[src/cct_pkg.sv]
// Shared types, constants and helper functions for the calendar clock.
// No dependencies; imported by every module of the block.
package cct_pkg;

  localparam int SEC_W   = 6;
  localparam int MIN_W   = 6;
  localparam int HOUR_W  = 5;
  localparam int DAY_W   = 5;
  localparam int MONTH_W = 4;
  localparam int OUT_YEAR_W = 16;
  localparam int WDAY_W  = 3;

  localparam int YEAR_WIDTH_DEF = 16;
  localparam int RESET_YEAR     = 2000;

  typedef enum logic {
    OP_TICK = 1'b0,
    OP_LOAD = 1'b1
  } cct_op_t;

  localparam logic [SEC_W-1:0]   LAST_SEC  = 6'd59;
  localparam logic [MIN_W-1:0]   LAST_MIN  = 6'd59;
  localparam logic [HOUR_W-1:0]  LAST_HOUR = 5'd23;
  localparam logic [DAY_W-1:0]   FIRST_DAY = 5'd1;
  localparam logic [DAY_W-1:0]   DAYS_31   = 5'd31;
  localparam logic [DAY_W-1:0]   DAYS_30   = 5'd30;
  localparam logic [DAY_W-1:0]   DAYS_29   = 5'd29;
  localparam logic [DAY_W-1:0]   DAYS_28   = 5'd28;

  localparam logic [MONTH_W-1:0] MON_JAN = 4'd1;
  localparam logic [MONTH_W-1:0] MON_FEB = 4'd2;
  localparam logic [MONTH_W-1:0] MON_MAR = 4'd3;
  localparam logic [MONTH_W-1:0] MON_APR = 4'd4;
  localparam logic [MONTH_W-1:0] MON_MAY = 4'd5;
  localparam logic [MONTH_W-1:0] MON_JUN = 4'd6;
  localparam logic [MONTH_W-1:0] MON_JUL = 4'd7;
  localparam logic [MONTH_W-1:0] MON_AUG = 4'd8;
  localparam logic [MONTH_W-1:0] MON_SEP = 4'd9;
  localparam logic [MONTH_W-1:0] MON_OCT = 4'd10;
  localparam logic [MONTH_W-1:0] MON_NOV = 4'd11;
  localparam logic [MONTH_W-1:0] MON_DEC = 4'd12;

  // 100 = 4 * 25; divisibility and quotients are split along that line
  localparam int DIV_Q      = 25;
  localparam int DIV_Q_BITS = 5;
  localparam int YEAR_BIAS  = 400;
  localparam int MOD_WEEK   = 7;
  localparam int MOD7_W     = 42;

  typedef struct packed {
    logic [SEC_W-1:0]   second;
    logic [MIN_W-1:0]   minute;
    logic [HOUR_W-1:0]  hour;
    logic [DAY_W-1:0]   day;
    logic [MONTH_W-1:0] month;
    logic               rollover;
  } cct_time_t;

  // Inverse of DIV_Q modulo 2^64 (Newton iteration, elaboration only)
  function automatic logic [63:0] inv_div_q();
    logic [63:0] x;
    x = 64'(DIV_Q);
    for (int i = 0; i < 6; i++) begin
      x = x * (64'd2 - 64'(DIV_Q) * x);
    end
    return x;
  endfunction

  // ceil(2^(n+DIV_Q_BITS) / DIV_Q): exact quotient for n-bit dividends
  function automatic logic [63:0] recip_div_q(input int n);
    return ((64'd1 << (n + DIV_Q_BITS)) + 64'(DIV_Q - 1)) / 64'(DIV_Q);
  endfunction

  // (2*mm + 3*(mm+1)/5 + 1) mod 7, Jan/Feb counted as months 13/14
  function automatic logic [WDAY_W-1:0] month_offset(input logic [MONTH_W-1:0] m);
    logic [WDAY_W-1:0] r;
    case (m)
      4'd0:    r = 3'd1;
      4'd1:    r = 3'd0;
      4'd2:    r = 3'd3;
      4'd3:    r = 3'd2;
      4'd4:    r = 3'd5;
      4'd5:    r = 3'd0;
      4'd6:    r = 3'd3;
      4'd7:    r = 3'd5;
      4'd8:    r = 3'd1;
      4'd9:    r = 3'd4;
      4'd10:   r = 3'd6;
      4'd11:   r = 3'd2;
      4'd12:   r = 3'd4;
      4'd13:   r = 3'd0;
      4'd14:   r = 3'd3;
      default: r = 3'd5;
    endcase
    return r;
  endfunction

  // Residue mod 7 by octal digit folding (8 == 1 mod 7)
  function automatic logic [WDAY_W-1:0] mod7(input logic [MOD7_W-1:0] x);
    logic [6:0] s;
    logic [3:0] a;
    logic [3:0] b;
    s = '0;
    for (int i = 0; i < MOD7_W / 3; i++) begin
      s = s + 7'(x[3*i +: 3]);
    end
    a = 4'(s[2:0]) + 4'(s[5:3]) + 4'(s[6]);
    b = 4'(a[2:0]) + 4'(a[3]);
    if (b >= 4'(MOD_WEEK)) begin
      b = b - 4'(MOD_WEEK);
    end
    return b[2:0];
  endfunction

endpackage

[src/cct_time_core.sv]
// Input register and the date/time counters with carry and leap-year logic.
// Depends on cct_pkg.
module cct_time_core #(
  parameter int YEAR_WIDTH = cct_pkg::YEAR_WIDTH_DEF
) (
  input  logic                          clk,
  input  logic                          rst_n,
  input  logic                          in_valid,
  output logic                          in_ready,
  input  logic                          in_operation,
  input  logic [cct_pkg::OUT_YEAR_W-1:0] in_load_year,
  input  logic [cct_pkg::MONTH_W-1:0]   in_load_month,
  input  logic [cct_pkg::DAY_W-1:0]     in_load_day,
  input  logic [cct_pkg::HOUR_W-1:0]    in_load_hour,
  input  logic [cct_pkg::MIN_W-1:0]     in_load_minute,
  input  logic [cct_pkg::SEC_W-1:0]     in_load_second,
  output logic                          dt_valid,
  input  logic                          dt_ready,
  output cct_pkg::cct_time_t            dt_time,
  output logic [YEAR_WIDTH-1:0]         dt_year
);
  import cct_pkg::*;

  localparam logic [YEAR_WIDTH-1:0] INV_Q = YEAR_WIDTH'(inv_div_q());
  localparam logic [YEAR_WIDTH-1:0] LIM_Q =
    YEAR_WIDTH'(((64'd1 << YEAR_WIDTH) - 64'd1) / 64'(DIV_Q));

  logic                   iv_r, iv_nxt;
  logic                   op_r;
  logic [OUT_YEAR_W-1:0]  ld_year_r;
  logic [MONTH_W-1:0]     ld_month_r;
  logic [DAY_W-1:0]       ld_day_r;
  logic [HOUR_W-1:0]      ld_hour_r;
  logic [MIN_W-1:0]       ld_min_r;
  logic [SEC_W-1:0]       ld_sec_r;

  cct_time_t              time_r, time_nxt;
  logic [YEAR_WIDTH-1:0]  year_r, year_nxt;
  logic                   dv_r, dv_nxt;

  logic                   en_upd;
  logic                   take;
  logic [YEAR_WIDTH-1:0]  y_inv;
  logic                   leap;
  logic [DAY_W-1:0]       mlen;

  // state doubles as the snapshot handed downstream
  assign en_upd   = !dv_r || dt_ready;
  assign take     = iv_r && en_upd;
  assign in_ready = !iv_r || take;

  assign dt_valid = dv_r;
  assign dt_time  = time_r;
  assign dt_year  = year_r;

  // y*inv(25) mod 2^W stays at or below (2^W-1)/25 exactly when 25 | y
  assign y_inv = year_r * INV_Q;
  assign leap  = (year_r[1:0] == 2'b00) && ((y_inv > LIM_Q) || (year_r[3:0] == 4'b0000));

  always_comb begin
    case (time_r.month)
      MON_JAN, MON_MAR, MON_MAY, MON_JUL, MON_AUG, MON_OCT, MON_DEC: mlen = DAYS_31;
      MON_FEB: mlen = leap ? DAYS_29 : DAYS_28;
      default: mlen = DAYS_30;
    endcase
  end

  always_comb begin
    iv_nxt = iv_r;
    if (in_ready) begin
      iv_nxt = in_valid;
    end
    dv_nxt = dv_r;
    if (en_upd) begin
      dv_nxt = iv_r;
    end
  end

  always_comb begin
    time_nxt = time_r;
    year_nxt = year_r;
    if (take) begin
      time_nxt.rollover = 1'b0;
      if (op_r == OP_LOAD) begin
        year_nxt       = YEAR_WIDTH'(ld_year_r);
        time_nxt.month = ld_month_r;
        time_nxt.day   = ld_day_r;
        time_nxt.hour  = ld_hour_r;
        time_nxt.minute = ld_min_r;
        time_nxt.second = ld_sec_r;
      end else if (time_r.second != LAST_SEC) begin
        time_nxt.second = time_r.second + 6'd1;
      end else begin
        time_nxt.second = '0;
        if (time_r.minute != LAST_MIN) begin
          time_nxt.minute = time_r.minute + 6'd1;
        end else begin
          time_nxt.minute   = '0;
          time_nxt.rollover = 1'b1;
          if (time_r.hour != LAST_HOUR) begin
            time_nxt.hour = time_r.hour + 5'd1;
          end else begin
            time_nxt.hour = '0;
            if (time_r.day != mlen) begin
              time_nxt.day = time_r.day + 5'd1;
            end else begin
              time_nxt.day = FIRST_DAY;
              if (time_r.month != MON_DEC) begin
                time_nxt.month = time_r.month + 4'd1;
              end else begin
                time_nxt.month = MON_JAN;
                year_nxt       = year_r + YEAR_WIDTH'(1);
              end
            end
          end
        end
      end
    end
  end

  always_ff @(posedge clk) begin
    if (!rst_n) begin
      iv_r            <= 1'b0;
      dv_r            <= 1'b0;
      time_r.second   <= '0;
      time_r.minute   <= '0;
      time_r.hour     <= '0;
      time_r.day      <= FIRST_DAY;
      time_r.month    <= MON_JAN;
      time_r.rollover <= 1'b0;
      year_r          <= YEAR_WIDTH'(RESET_YEAR);
    end else begin
      iv_r   <= iv_nxt;
      dv_r   <= dv_nxt;
      time_r <= time_nxt;
      year_r <= year_nxt;
    end
  end

  always_ff @(posedge clk) begin
    if (in_valid && in_ready) begin
      op_r       <= in_operation;
      ld_year_r  <= in_load_year;
      ld_month_r <= in_load_month;
      ld_day_r   <= in_load_day;
      ld_hour_r  <= in_load_hour;
      ld_min_r   <= in_load_minute;
      ld_sec_r   <= in_load_second;
    end
  end

endmodule

[src/cct_weekday.sv]
// Weekday pipeline: year quotients, residues mod 7, and the output register.
// Depends on cct_pkg.
module cct_weekday #(
  parameter int YEAR_WIDTH = cct_pkg::YEAR_WIDTH_DEF
) (
  input  logic                           clk,
  input  logic                           rst_n,
  input  logic                           dt_valid,
  output logic                           dt_ready,
  input  cct_pkg::cct_time_t             dt_time,
  input  logic [YEAR_WIDTH-1:0]          dt_year,
  output logic                           out_valid,
  input  logic                           out_ready,
  output logic [cct_pkg::SEC_W-1:0]      out_second,
  output logic [cct_pkg::MIN_W-1:0]      out_minute,
  output logic [cct_pkg::HOUR_W-1:0]     out_hour,
  output logic [cct_pkg::DAY_W-1:0]      out_day,
  output logic [cct_pkg::MONTH_W-1:0]    out_month,
  output logic [cct_pkg::OUT_YEAR_W-1:0] out_year,
  output logic [cct_pkg::WDAY_W-1:0]     out_weekday,
  output logic                           out_hour_rollover
);
  import cct_pkg::*;

  localparam int YYW = YEAR_WIDTH + 1;          // year + 400, adjusted
  localparam int QN  = YEAR_WIDTH - 1;          // width of yy / 4
  localparam int MW  = QN + 1;                  // reciprocal width
  localparam int PW  = QN + MW;                 // product width
  localparam int QW  = QN - DIV_Q_BITS + 1;     // width of yy / 100
  localparam logic [MW-1:0] RECIP = MW'(recip_div_q(QN));

  localparam int BASE_W = DAY_W + 1;

  logic                  en_a, en_b, en_out;

  // stage A
  logic                  a_valid_r, a_valid_nxt;
  cct_time_t             a_time_r;
  logic [OUT_YEAR_W-1:0] a_year_r;
  logic [YYW-1:0]        a_yy_r;
  logic [PW-1:0]         a_prod_r;
  logic                  early_month;
  logic [YYW-1:0]        yy;
  logic [QN-1:0]         a_q4;
  logic [QW-1:0]         a_q100;

  // stage B
  logic                  b_valid_r, b_valid_nxt;
  cct_time_t             b_time_r;
  logic [OUT_YEAR_W-1:0] b_year_r;
  logic [BASE_W-1:0]     b_base_r;
  logic [WDAY_W-1:0]     b_ryy_r, b_rq4_r, b_rq100_r, b_rq400_r;

  logic                  out_valid_r, out_valid_nxt;
  logic [BASE_W-1:0]     wsum;

  assign en_out   = !out_valid_r || out_ready;
  assign en_b     = !b_valid_r || en_out;
  assign en_a     = !a_valid_r || en_b;
  assign dt_ready = en_a;

  assign early_month = (dt_time.month == MON_JAN) || (dt_time.month == MON_FEB);
  assign yy = YYW'(dt_year) + YYW'(YEAR_BIAS) - YYW'(early_month);

  assign a_q4   = a_yy_r[YYW-1:2];
  assign a_q100 = a_prod_r[PW-1:QN+DIV_Q_BITS];

  // y + y/4 - y/100 + y/400 + month/day terms, all folded mod 7
  assign wsum = b_base_r + BASE_W'(b_ryy_r) + BASE_W'(b_rq4_r)
              + (BASE_W'(MOD_WEEK) - BASE_W'(b_rq100_r)) + BASE_W'(b_rq400_r);

  always_comb begin
    a_valid_nxt = a_valid_r;
    if (en_a) begin
      a_valid_nxt = dt_valid;
    end
    b_valid_nxt = b_valid_r;
    if (en_b) begin
      b_valid_nxt = a_valid_r;
    end
    out_valid_nxt = out_valid_r;
    if (en_out) begin
      out_valid_nxt = b_valid_r;
    end
  end

  always_ff @(posedge clk) begin
    if (!rst_n) begin
      a_valid_r   <= 1'b0;
      b_valid_r   <= 1'b0;
      out_valid_r <= 1'b0;
    end else begin
      a_valid_r   <= a_valid_nxt;
      b_valid_r   <= b_valid_nxt;
      out_valid_r <= out_valid_nxt;
    end
  end

  always_ff @(posedge clk) begin
    if (en_a && dt_valid) begin
      a_time_r <= dt_time;
      a_year_r <= OUT_YEAR_W'(dt_year);
      a_yy_r   <= yy;
      a_prod_r <= PW'(yy[YYW-1:2]) * PW'(RECIP);
    end
    if (en_b && a_valid_r) begin
      b_time_r  <= a_time_r;
      b_year_r  <= a_year_r;
      b_base_r  <= BASE_W'(a_time_r.day) + BASE_W'(month_offset(a_time_r.month));
      b_ryy_r   <= mod7(MOD7_W'(a_yy_r));
      b_rq4_r   <= mod7(MOD7_W'(a_q4));
      b_rq100_r <= mod7(MOD7_W'(a_q100));
      b_rq400_r <= mod7(MOD7_W'(a_q100[QW-1:2]));
    end
    if (en_out && b_valid_r) begin
      out_second        <= b_time_r.second;
      out_minute        <= b_time_r.minute;
      out_hour          <= b_time_r.hour;
      out_day           <= b_time_r.day;
      out_month         <= b_time_r.month;
      out_year          <= b_year_r;
      out_hour_rollover <= b_time_r.rollover;
      out_weekday       <= mod7(MOD7_W'(wsum));
    end
  end

  assign out_valid = out_valid_r;

endmodule

[src/calendar_clock_tick.sv]
// Calendar clock top level: counter core followed by the weekday pipeline.
// Depends on cct_pkg, cct_time_core and cct_weekday.
//
// Usage:
//   Input channel (in_valid/in_ready): in_operation selects a one-second
//   tick or a load of the full date and time from the in_load_* fields.
//   Result channel (out_valid/out_ready): every input transfer yields one
//   result with the date and time after that item, the weekday (0 Sunday)
//   and a flag set when the tick carried the minutes from 59 to 0.
//   Path: input register, counter registers, weekday stages A and B, output
//   register. Throughput: one item per cycle while out_ready is high, set
//   by the counter update (carry chain, leap-year test on the stored year).
//   The weekday is worked out in two pipelined stages behind the counters.
//   Reset (rst_n low, synchronous) empties the pipeline and sets the clock
//   to 2000-01-01 00:00:00. When the receiver stalls, results back up stage
//   by stage; in_ready drops only once every stage holds an item.
module calendar_clock_tick #(
  parameter int YEAR_WIDTH = cct_pkg::YEAR_WIDTH_DEF
) (
  input  logic                           clk,
  input  logic                           rst_n,
  input  logic                           in_valid,
  output logic                           in_ready,
  input  logic                           in_operation,
  input  logic [cct_pkg::OUT_YEAR_W-1:0] in_load_year,
  input  logic [cct_pkg::MONTH_W-1:0]    in_load_month,
  input  logic [cct_pkg::DAY_W-1:0]      in_load_day,
  input  logic [cct_pkg::HOUR_W-1:0]     in_load_hour,
  input  logic [cct_pkg::MIN_W-1:0]      in_load_minute,
  input  logic [cct_pkg::SEC_W-1:0]      in_load_second,
  output logic                           out_valid,
  input  logic                           out_ready,
  output logic [cct_pkg::SEC_W-1:0]      out_second,
  output logic [cct_pkg::MIN_W-1:0]      out_minute,
  output logic [cct_pkg::HOUR_W-1:0]     out_hour,
  output logic [cct_pkg::DAY_W-1:0]      out_day,
  output logic [cct_pkg::MONTH_W-1:0]    out_month,
  output logic [cct_pkg::OUT_YEAR_W-1:0] out_year,
  output logic [cct_pkg::WDAY_W-1:0]     out_weekday,
  output logic                           out_hour_rollover
);
  import cct_pkg::*;

  logic                  dt_valid;
  logic                  dt_ready;
  cct_time_t             dt_time;
  logic [YEAR_WIDTH-1:0] dt_year;

  cct_time_core #(
    .YEAR_WIDTH(YEAR_WIDTH)
  ) u_core (
    .clk            (clk),
    .rst_n          (rst_n),
    .in_valid       (in_valid),
    .in_ready       (in_ready),
    .in_operation   (in_operation),
    .in_load_year   (in_load_year),
    .in_load_month  (in_load_month),
    .in_load_day    (in_load_day),
    .in_load_hour   (in_load_hour),
    .in_load_minute (in_load_minute),
    .in_load_second (in_load_second),
    .dt_valid       (dt_valid),
    .dt_ready       (dt_ready),
    .dt_time        (dt_time),
    .dt_year        (dt_year)
  );

  cct_weekday #(
    .YEAR_WIDTH(YEAR_WIDTH)
  ) u_weekday (
    .clk               (clk),
    .rst_n             (rst_n),
    .dt_valid          (dt_valid),
    .dt_ready          (dt_ready),
    .dt_time           (dt_time),
    .dt_year           (dt_year),
    .out_valid         (out_valid),
    .out_ready         (out_ready),
    .out_second        (out_second),
    .out_minute        (out_minute),
    .out_hour          (out_hour),
    .out_day           (out_day),
    .out_month         (out_month),
    .out_year          (out_year),
    .out_weekday       (out_weekday),
    .out_hour_rollover (out_hour_rollover)
  );

  // backpressure reaches the input only when the whole pipeline is full
  a_full_before_stall: assert property (@(posedge clk) disable iff (!rst_n)
    !in_ready |-> (out_valid && !out_ready))
    else $error("in_ready low while the pipeline has room");

  a_rollover_zero: assert property (@(posedge clk) disable iff (!rst_n)
    (out_valid && out_hour_rollover) |-> (out_second == '0 && out_minute == '0))
    else $error("hour rollover flagged without minutes and seconds at zero");

  a_weekday_range: assert property (@(posedge clk) disable iff (!rst_n)
    out_valid |-> (out_weekday != 3'd7))
    else $error("weekday residue out of range");

endmodule

[config.mk]
export PLATFORM = sky130hd
export DESIGN_NAME = calendar_clock_tick
export DESIGN_NICKNAME = d
export VERILOG_FILES = /design/src/cct_pkg.sv /design/src/cct_time_core.sv /design/src/cct_weekday.sv /design/src/calendar_clock_tick.sv
export SDC_FILE = /design/constraint.sdc
export NUM_CORES = 1
export LEC_CHECK = 0
export BUFFER_PORTS_ARGS = -buffer_cell sky130_fd_sc_hd__buf_2
export CORE_UTILIZATION = 60
export DETAILED_ROUTE_END_ITERATION = 10
export HOLD_SLACK_MARGIN = 0.12
export PLACE_DENSITY = 0.79
export RECOVER_POWER = 50
export SYNTH_ARGS = -nofsm -noshare
export SYNTH_HDL_FRONTEND = slang
export SYNTH_SLANG_ARGS = --single-unit
[constraint.sdc]
create_clock -name clk -period 13.5 [get_ports clk]
set_input_delay 2.025 -clock clk [delete_from_list [all_inputs] [get_ports clk]]
set_output_delay 2.025 -clock clk [all_outputs]
set_load 0.02 [all_outputs]
=== Yosys cells after proc, flatten, opt, wreduce, memory -nomap -nowiden ===
Memories as Yosys holds them, arrays and structs flattened. A register that Yosys moved wholly into a read port is not among the register bits.
Index checks and enable logic that the tools add are counted.
W data, S select, Z words.

* $add $sub $neg: 49
* $lt $le $gt $ge: 6
* Multiplexer cells: 26
* Multiply operators: 2
* Equality and inequality tests: 18
* Reductions and logical operators: 26

{| class="wikitable"
|+ Operators by type and width
! cell !! count
|-
| $mux W16 || 6
|-
| $add A7 B3 Y7 || 8
|-
| $add A3 B3 Y4 || 10
|-
| $mul A15 B13 Y28 const B || 1
|-
| $mux W26 || 1
|-
| $mux W21 || 1
|-
| $add A3 B1 Y4 || 5
|-
| $ge A4 B3 Y1 const B || 5
|-
| $add A6 B3 Y6 || 3
|-
| $mux W3 || 6
|-
| $add A16 B9 Y17 const B || 1
|-
| $sub A17 B1 Y17 || 1
|-
| $add A16 B1 Y16 const B || 1
|-
| $add A4 B1 Y4 || 4
|-
| $gt A16 B12 Y1 const B || 1
|-
| $mul A16 B15 Y16 const B || 1
|-
| $mux W15 || 1
|-
| $sub A3 B3 Y3 const B || 5
|-
| $add A7 B2 Y7 || 2
|-
| $add A6 B1 Y6 const B || 2
|-
| $eq A4 B4 Y1 const B || 3
|-
| $mux W4 || 3
|-
| $mux W6 || 2
|-
| $ne A6 B6 Y1 const B || 2
|-
| other kinds (27) || 52
|}

* ROM bits: 48
* Output and inout bits: 48
* Flip-flop bits (word level): 286
* Memories: 1

{| class="wikitable"
|+ Memory list
! name !! depth !! width !! rd ports !! clocked after Yosys merged registers in !! write ports !! RTL line !! RTL
|-
| (name not given) || 16 || 3 || 1 || 1 || 0 || cct_pkg.sv:77 || <nowiki>case (m)</nowiki>
|}

=== Logic depth before layout (Yosys ltp) ===
Gate-level depths: netlist of the first run.

* Word-level depth: 12
* Mapped depth: 34
* Depth with buffers taken out: 34

=== By module ===
A second synthesis of the first run with hierarchy kept.

* Cells, all modules: 1495
* Area total of the unflattened synthesis: 18156.2 um2

{| class="wikitable"
|+ Modules (own cells, without submodules)
! module !! cells an instance !! area each (um2) !! sequential area each (um2) !! times used
|-
| cct_weekday || 923 || 12371.9 || 5465.2 || 1
|-
| cct_time_core || 572 || 5784.3 || 2192.1 || 1
|}

=== Worst setup path before layout of the first run ===
OpenSTA, ideal clock, no wires.

* Path kind: register to register
* Start point: register u_core.time_r (netlist bit u_core.dt_time[1])
* End point: register u_weekday.a_prod_r[24], data pin
* Clock period less this slack: 7426 ps
* Path slack: 6074 ps
* Stages on the path, launching flop included: 34
* Path buffers: 0
* Arrival time: 7268 ps
* Setup time: 158 ps
* Cells stage by stage: dfxtp_1 > inv_1 > ha_1 > o21a_1 > ha_1 > inv_1 > ha_1 > inv_1 > fa_1 > o21bai_1 > a21oi_1 > o21ai_0 > a21boi_0 > o21ai_0 > xnor2_1 > inv_1 > ha_1 > inv_1 > fa_1 > inv_1 > fa_1 > ha_1 > inv_1 > fa_1 > inv_1 > ha_1 > a21o_1 > a21o_1 > a21o_1 > a21o_1 > a221oi_1 > a21oi_1 > or4_1 > o211ai_1

* Longest elaborated chain between the ends: 4
* Elaborated cells between the ends (all ways): 5
* Classes of those cells: add/sub (1); mul (1); eq/ne (2); reduce/logical (1)

{| class="wikitable"
|+ RTL lines
! item !! RTL line !! RTL
|-
| start: declaration || cct_time_core.sv:37 || <nowiki>cct_time_t time_r, time_nxt;</nowiki>
|-
| start signal: assignment || cct_time_core.sv:135 || <nowiki>time_r <= time_nxt;</nowiki>
|-
| $eq A4 B1 Y1 or $eq A4 B2 Y1 (tied branches) || cct_weekday.sv:62 || <nowiki>assign early_month = (dt_time.month == MON_JAN) || (dt_time.month == MON_FEB);</nowiki>
|-
| $logic_or A1 B1 Y1 (*) || cct_weekday.sv:62 ||
|-
| $sub A17 B1 Y17 (*) || cct_weekday.sv:63 || <nowiki>assign yy = YYW'(dt_year) + YYW'(YEAR_BIAS) - YYW'(early_month);</nowiki>
|-
| named net u_weekday.yy[11] || cct_weekday.sv:43 || <nowiki>logic [YYW-1:0] yy;</nowiki>
|-
| $mul A15 B13 Y28 (*) || cct_weekday.sv:104 || <nowiki>a_prod_r <= PW'(yy[YYW-1:2]) * PW'(RECIP);</nowiki>
|-
| end signal: assignment || cct_weekday.sv:104 ||
|-
| end: declaration || cct_weekday.sv:41 || <nowiki>logic [PW-1:0] a_prod_r;</nowiki>
|}

The timed path passes the listed nets; every way through them passes the cells marked *.
A chain may end at the register's enable or synchronous reset.

=== Worst setup path after layout of the first run ===
* Start point: register u_core.time_r (netlist bit u_core.dt_time[1])
* End point: register u_weekday.a_prod_r[30], data pin

* Longest elaborated chain between the ends: 4
* Elaborated cells between the ends (all ways): 5
* Classes of those cells: add/sub (1); mul (1); eq/ne (2); reduce/logical (1)

{| class="wikitable"
|+ RTL lines
! item !! RTL line
|-
| $eq A4 B1 Y1 or $eq A4 B2 Y1 (tied branches) || cct_weekday.sv:62
|-
| $logic_or A1 B1 Y1 (*) || cct_weekday.sv:62
|-
| $sub A17 B1 Y17 (*) || cct_weekday.sv:63
|-
| $mul A15 B13 Y28 (*) || cct_weekday.sv:104
|}

Mark *: on every way between the ends. The rest lies on a longest branch, timed or not.

==> results of run 1 <==
## per-stage QoR
stage               cell area [sq um]  hold WS, ns
floorplan                       18600        0.400
CTS                             20500        0.414
global placement                19600        0.400
global route                    20500        0.420
detailed placement              19600        0.405
finish                          20500        0.414
## final timing paths
path | to | slack, ns | cells after the start
max | u_weekday.a_prod_r[30] | 5.18 | 33
min | u_weekday.b_time_r[14] | 0.41 | 0
max reg2reg | u_weekday.a_prod_r[30] | 5.18 | 33
min reg2reg | u_weekday.b_time_r[14] | 0.41 | 0
## cell families (layout without fill, tap and decap cells)
family          Yosys count  after routing  share of synthesized area, %
simple gates            270            270                          7.34
fa+ha+maj               389            389                          31.2
xor+xnor                 69             69                          3.40
compound gates          277            277                          9.88
buf+inv                 302            433                          6.13
flops                   272            272                          41.2
mux                      15             15                         0.902
other cells               0              1                             0
## routing by layer
layer	up-vias	wire, um
li1	5788	-
met1	5849	17300
met2	320	18600
met3	59	1550
met4	0	810
met5	-	0
## cell type report
type                    instances  area [sq um]  area share (%)
multi-input cells            1020          9830            47.9
flip-flops and latches        272          7660            37.3
inverters                     276          1040            5.05
clock buffers                  39           813            3.96
repair buffers                103           519            2.53
well taps                     396           495            2.42
clock inverters                15           155           0.756
diodes                          1          2.50          0.0122
## placed cells by master, fill, tap and decap left out, types with 12 or more instances in the layout
cell type / n
dfxtp_1: 51
fa_1: 124
clkbuf_1: 12
a21o_1: 28
nor2_1: 76
a22oi_1: 12
xnor2_1: 42
buf_2: 91
a31oi_1: 20
nand4_1: 17
inv_1: 275
nand3_1: 22
o21ai_0: 53
a21oi_1: 64
xor2_1: 25
nand2_1: 62
clkbuf_16: 29
nor3_1: 20
a211oi_1: 21
ha_1: 265
edfxtp_1: 221
## registers in the layout, indices dropped and copies added, names as in the netlist, 11 cells and up, named ones only
signal and cells:
u_core.dt_time 27, u_core.dt_year 16, u_core.ld_year_r 16, u_weekday.a_prod_r 11, u_weekday.a_time_r 27, u_weekday.a_year_r 16, u_weekday.a_yy_r 17, u_weekday.b_time_r 27
u_weekday.b_year_r 16, u_weekday.out_year 16
## worst max-delay path, delay by kind of cell, from the launching register on
kind	cells	cell delay (ns)
AOI/OAI and AO/OA	16	3.71
and+or+nand+nor	1	0.06
DFF	1	0.43
buffers and inverters	6	0.46
adders and majority gates	10	3.51
==> qor.yml, run 1 <==
logic_synthesis:
  syn_area_per_cell_sq_um: 11.7
  synth_flop_cell: "edfxtp_1"
  synth_most_common_cell: "inv_1"
  synth_seq_cells: 272
  yosys-top-cells-area: "edfxtp_1, ha_1, fa_1"
  yosys.area.top_type: "edfxtp_1"
  postSynthCellCount: 1594
  synth_cell_types: 73
  yosysSeqAreaShare_pct: 41.2
  synthesis.area_sq_um: 18600
  synthTopCellsByCount: "inv_1, ha_1, edfxtp_1, fa_1, nor2_1"
  synth_top_area_share_pct: 35.7
  async_reset_ff_share_pct: 0
  synth_edf_count: 221
  synth_fp_nets: 2030
  synth.yosys.warnings: 0
critical_path:
  cpMostUsedCell: "inv_1"
  crit_path_top_delay_cell: "fa_1"
  setup.worst_path.class: "reg -> reg"
  cp-startpoint: "u_core.dt_time[1]"
  critPathCaptureType: "flip-flop"
  slowest_delay_ns: 0.54
  start_kind: "flip-flop"
  critical_path.max_fanout: 6
  r2r-start: "u_core.dt_time[1]"
  arrival_ns: 8.73
  critPathRequiredTime_ns: 13.91
clock_tree:
  htreeDepth: 1
  hold_buffers: 0
  cts.reportedPaths.clkPinSlew_ns: 0.06
  clock_sinks: 272
  worstSkewPairLatency_ns: 0.56
  cts_max_path_buffers: 3
  post-cts-setup-buffers: 0
  cts_resized: 0
  cts_buffers: 29
  cts_tree: "yes"
  cts_root_buf: "clkbuf_16"
sta:
  slew_headroom_pct: -143
  tns_ns: 0
  fin_crit_sh_pct: 61.7
  drv_slew: 109
  fmax_mhz: 120
  fin_skew_ns: 0.0258
  finalSetupViolCount: 0
  fin_crit_ns: 8.32
  rsz0062_at_grt: "no"
  worst_slack_ns: 5.18
  final_hold_viol_count: 0
  worst_pin_slew_ns: 3.64
finish:
  stdcell_count: 2122
  num-fill-cells: 2244
  drive_gt1_share_pct: 9.57
  areaGrowthSynthToFinish_pct: 10.3
  fin_util_pct: 67.2
  final_nets: 2138
global_route:
  grt_pass1_wl_mm: 62.7
  use_met3_pct: 2.45
  grt_max_degree: 62
  grt_usage_pct: 25.1
  antenna_found_initial: 0
  grt-ovfl-total: 0
  use_met2_pct: 42.1
  grt-busiest-layer: "met2"
  grt_pass1_vias: 12548
  grt_use_met1_pct: 35.1
placed_design:
  gp_congestion: 0.888
  io_buffers: 94
  place_inst: 2067
  pre_cts_ws_ns: 5.22
  dp.final_hpwl_mm: 29.2
die:
  fp.dieH_um: 178
  dieArea_sq_um: 31700
  rows: 64
  initial_utilization_pct: 61.0
  core-area_sq_um: 30500
  num_io_pins: 95
  die_x_um: 178
drt:
  drc_errors: 2
  drt-initial-drc-count: 811
  ant_nets: 0
  dr.pass1.iters: 8
  vias_per_cell: 5.66
  via_count: 12016
  wl_mm: 38.3
  wire_per_inst_um: 18.0
run_status:
  violations: "design-rule violations, max-capacitance violations, max-slew violations"
  status: "finished with violations"
job:
  max-cap-violations: 2
hold_path:
  hold_class: "reg -> reg"
  min-delay-start: "u_weekday.a_time_r[14]"
Power of run 1 is left out: the tool's default activity adds up to more than one toggle a clock period on the data nets, which glitch-free logic cannot reach.
==> run 2, diff against run 1 <==
Clock period 13.5 ns to 8.1 ns, I/O delays scaled along.
==> qor.yml, run 2 (synthesized netlist as in run 1, its figures left out) <==
clock_tree:
  worstSkewPairLatency_ns: 0.57  # was 0.56 ns
  post-cts-setup-buffers: 0  # unchanged
  cts.reportedPaths.clkPinSlew_ns: 0.07  # was 0.06 ns
  cts_max_path_buffers: 3  # unchanged
  cts_tree: "yes"  # unchanged
  hold_buffers: 0  # unchanged
  cts_root_buf: "clkbuf_16"  # unchanged
  htreeDepth: 1  # unchanged
  clock_sinks: 272  # unchanged
  cts_buffers: 28  # was 29
sta:
  fin_crit_ns: 7.67  # was 8.32 ns
  fin_crit_sh_pct: 94.7  # was 61.7%
  fin_skew_ns: 0.0295  # was 0.0258 ns
  slew_headroom_pct: -138  # was -143%
  drv_slew: 106  # was 109
  finalSetupViolCount: 0  # unchanged
  final_hold_viol_count: 0  # unchanged
  rsz0062_at_grt: "no"  # unchanged
  worst_slack_ns: 0.427  # was 5.18 ns
  fmax_mhz: 130  # was 120 MHz
  worst_pin_slew_ns: 3.58  # was 3.64 ns
hold_path:
  hold_class: "reg -> reg"  # unchanged
critical_path:
  crit_buf_inv: 5  # was 6
  crit_path_top_delay_cell: "fa_1"  # unchanged
  critical_path.max_fanout: 7  # was 6
  slowest_delay_ns: 0.52  # was 0.54 ns
  setup.worst_path.class: "reg -> reg"  # unchanged
  critical-path-top-delay-family: "adder cells"  # was compound AO/OA/AOI/OAI gates
  critPathCaptureType: "flip-flop"  # unchanged
  arrival_ns: 8.04  # was 8.73 ns
  critPathRequiredTime_ns: 8.46  # was 13.91 ns
  start_kind: "flip-flop"  # unchanged
drt:
  vias_per_cell: 5.78  # was 5.66
  drc_errors: 0  # was 2
  dr.pass1.iters: 6  # was 8
  ant_nets: 0  # unchanged
  drt-initial-drc-count: 885  # was 811
  via_count: 12356  # was 12016
  wire_per_inst_um: 18.1  # was 18.0 um
  wl_mm: 38.7  # was 38.3 mm
global_route:
  grt_max_degree: 62  # unchanged
  grt_usage_pct: 25.0  # was 25.1%
  grt_pass1_vias: 12462  # was 12548
  grt_pass1_wl_mm: 62.3  # was 62.7 mm
  antenna_found_initial: 2  # was 0
  grt-ovfl-total: 0  # unchanged
finish:
  num-fill-cells: 2212  # was 2244
  drive_gt1_share_pct: 10.2  # was 9.57%
  layout_commonest_cell: "inv_1"  # unchanged
  areaGrowthSynthToFinish_pct: 11.0  # was 10.3%
  final_nets: 2156  # was 2138
  final_cell_mix: "inv_1, ha_1, edfxtp_1, fa_1, buf_2"  # unchanged
die:
  dieArea_sq_um: 31700  # unchanged
  die_x_um: 178  # unchanged
  core-area_sq_um: 30500  # unchanged
  num_io_pins: 95  # unchanged
  fp.dieH_um: 178  # unchanged
  initial_utilization_pct: 61.0  # unchanged
  rows: 64  # unchanged
placed_design:
  pre_cts_ws_ns: -0.0192  # was 5.22 ns
  dp.final_hpwl_mm: 29.7  # was 29.2 mm
  gp_congestion: 0.921  # was 0.888
  io_buffers: 94  # unchanged
run_status:
  status: "finished with violations"  # unchanged
  violations: "max-capacitance violations, max-slew violations"  # was design-rule violations, max-capacitance violations, max-slew violations
job:
  max-cap-violations: 2  # unchanged
==> run 2: cell types whose count changed in the layout (fill, tap and decap cells not counted), moves of 2 or more <==
| cell | before | now |
|---|---|---|
| xnor2_1 | 42 | 39 |
| clkbuf_8 | 5 | 3 |
| buf_4 | 5 | 17 |
| a21oi_1 | 64 | 61 |
| xnor2_2 | 0 | 2 |
| o21ai_0 | 53 | 50 |
| clkbuf_1 | 12 | 25 |
| a21oi_2 | 0 | 3 |
| clkinv_2 | 5 | 1 |
| a221oi_1 | 4 | 2 |
| o21ai_2 | 0 | 2 |
==> run 2: final timing paths <==
path                                       startpoint                     end  slack [ns]  cells after the start
worst max-delay path                u_core.dt_time[1]  u_weekday.a_prod_r[23]        0.43                     30
worst min-delay path            u_weekday.b_year_r[8]   u_weekday.out_year[8]        0.40                      0
worst max register to register      u_core.dt_time[1]  u_weekday.a_prod_r[23]        0.43                     30
worst min register to register  u_weekday.b_year_r[8]   u_weekday.out_year[8]        0.40                      0
==> run 2: per-stage QoR <==
stage | hold slack [ns] | utilization [%] | TNS, ns | instance area, sq um | instances
detailed placement | 0.405 | 64.6 | -0.0192 | 19700 | 2086
global placement | 0.400 | 64.6 | 0 | 19700 | 2086
CTS | 0.399 | 67.6 | 0 | 20600 | 2138
global route | 0.416 | 67.7 | 0 | 20600 | 2139
floorplan | 0.400 | - | 0 | 18600 | 1594
finish | 0.401 | 67.7 | 0 | 20600 | 2139
==> run 2: layer usage <==
| metal | wire length (um) | global-route usage, % |
|---|---|---|
| met5 | 13 | 0 |
| met4 | 1070 | 7.19 |
| met3 | 2140 | 3.03 |
| met2 | 18400 | 40.9 |
| met1 | 17100 | 35.1 |
==> run 2: final cells by class <==
cell class | count | area, sq um | share of cell area (%)
clock inverters | 11 | 139 | 0.673
clock buffers | 41 | 779 | 3.78
inverters | 276 | 1040 | 5.02
diodes | 1 | 2.50 | 0.0121
flip-flops and latches | 272 | 7660 | 37.1
multi-input cells | 1020 | 9900 | 48.0
repair buffers | 122 | 634 | 3.07
well taps | 396 | 495 | 2.40
==> run 2: what timing repair did <==
item                                    4_1_cts  5_1_grt
endpoints found under the setup margin        1       11
cloned                                        0        0
resized for setup                             1       15
==> run 2: worst register-to-register path: cells and delay by family (launching register included) <==
kind / cells / cell delay (ns)
adders and majority gates: 10 / 3.46
and+or+nand+nor: 2 / 0.58
buffers and inverters: 5 / 0.39
xor gates and xnor gates: 1 / 0.22
AOI/OAI and AO/OA: 12 / 2.53
DFF: 1 / 0.31
Power of run 2 is left out for the same reason.
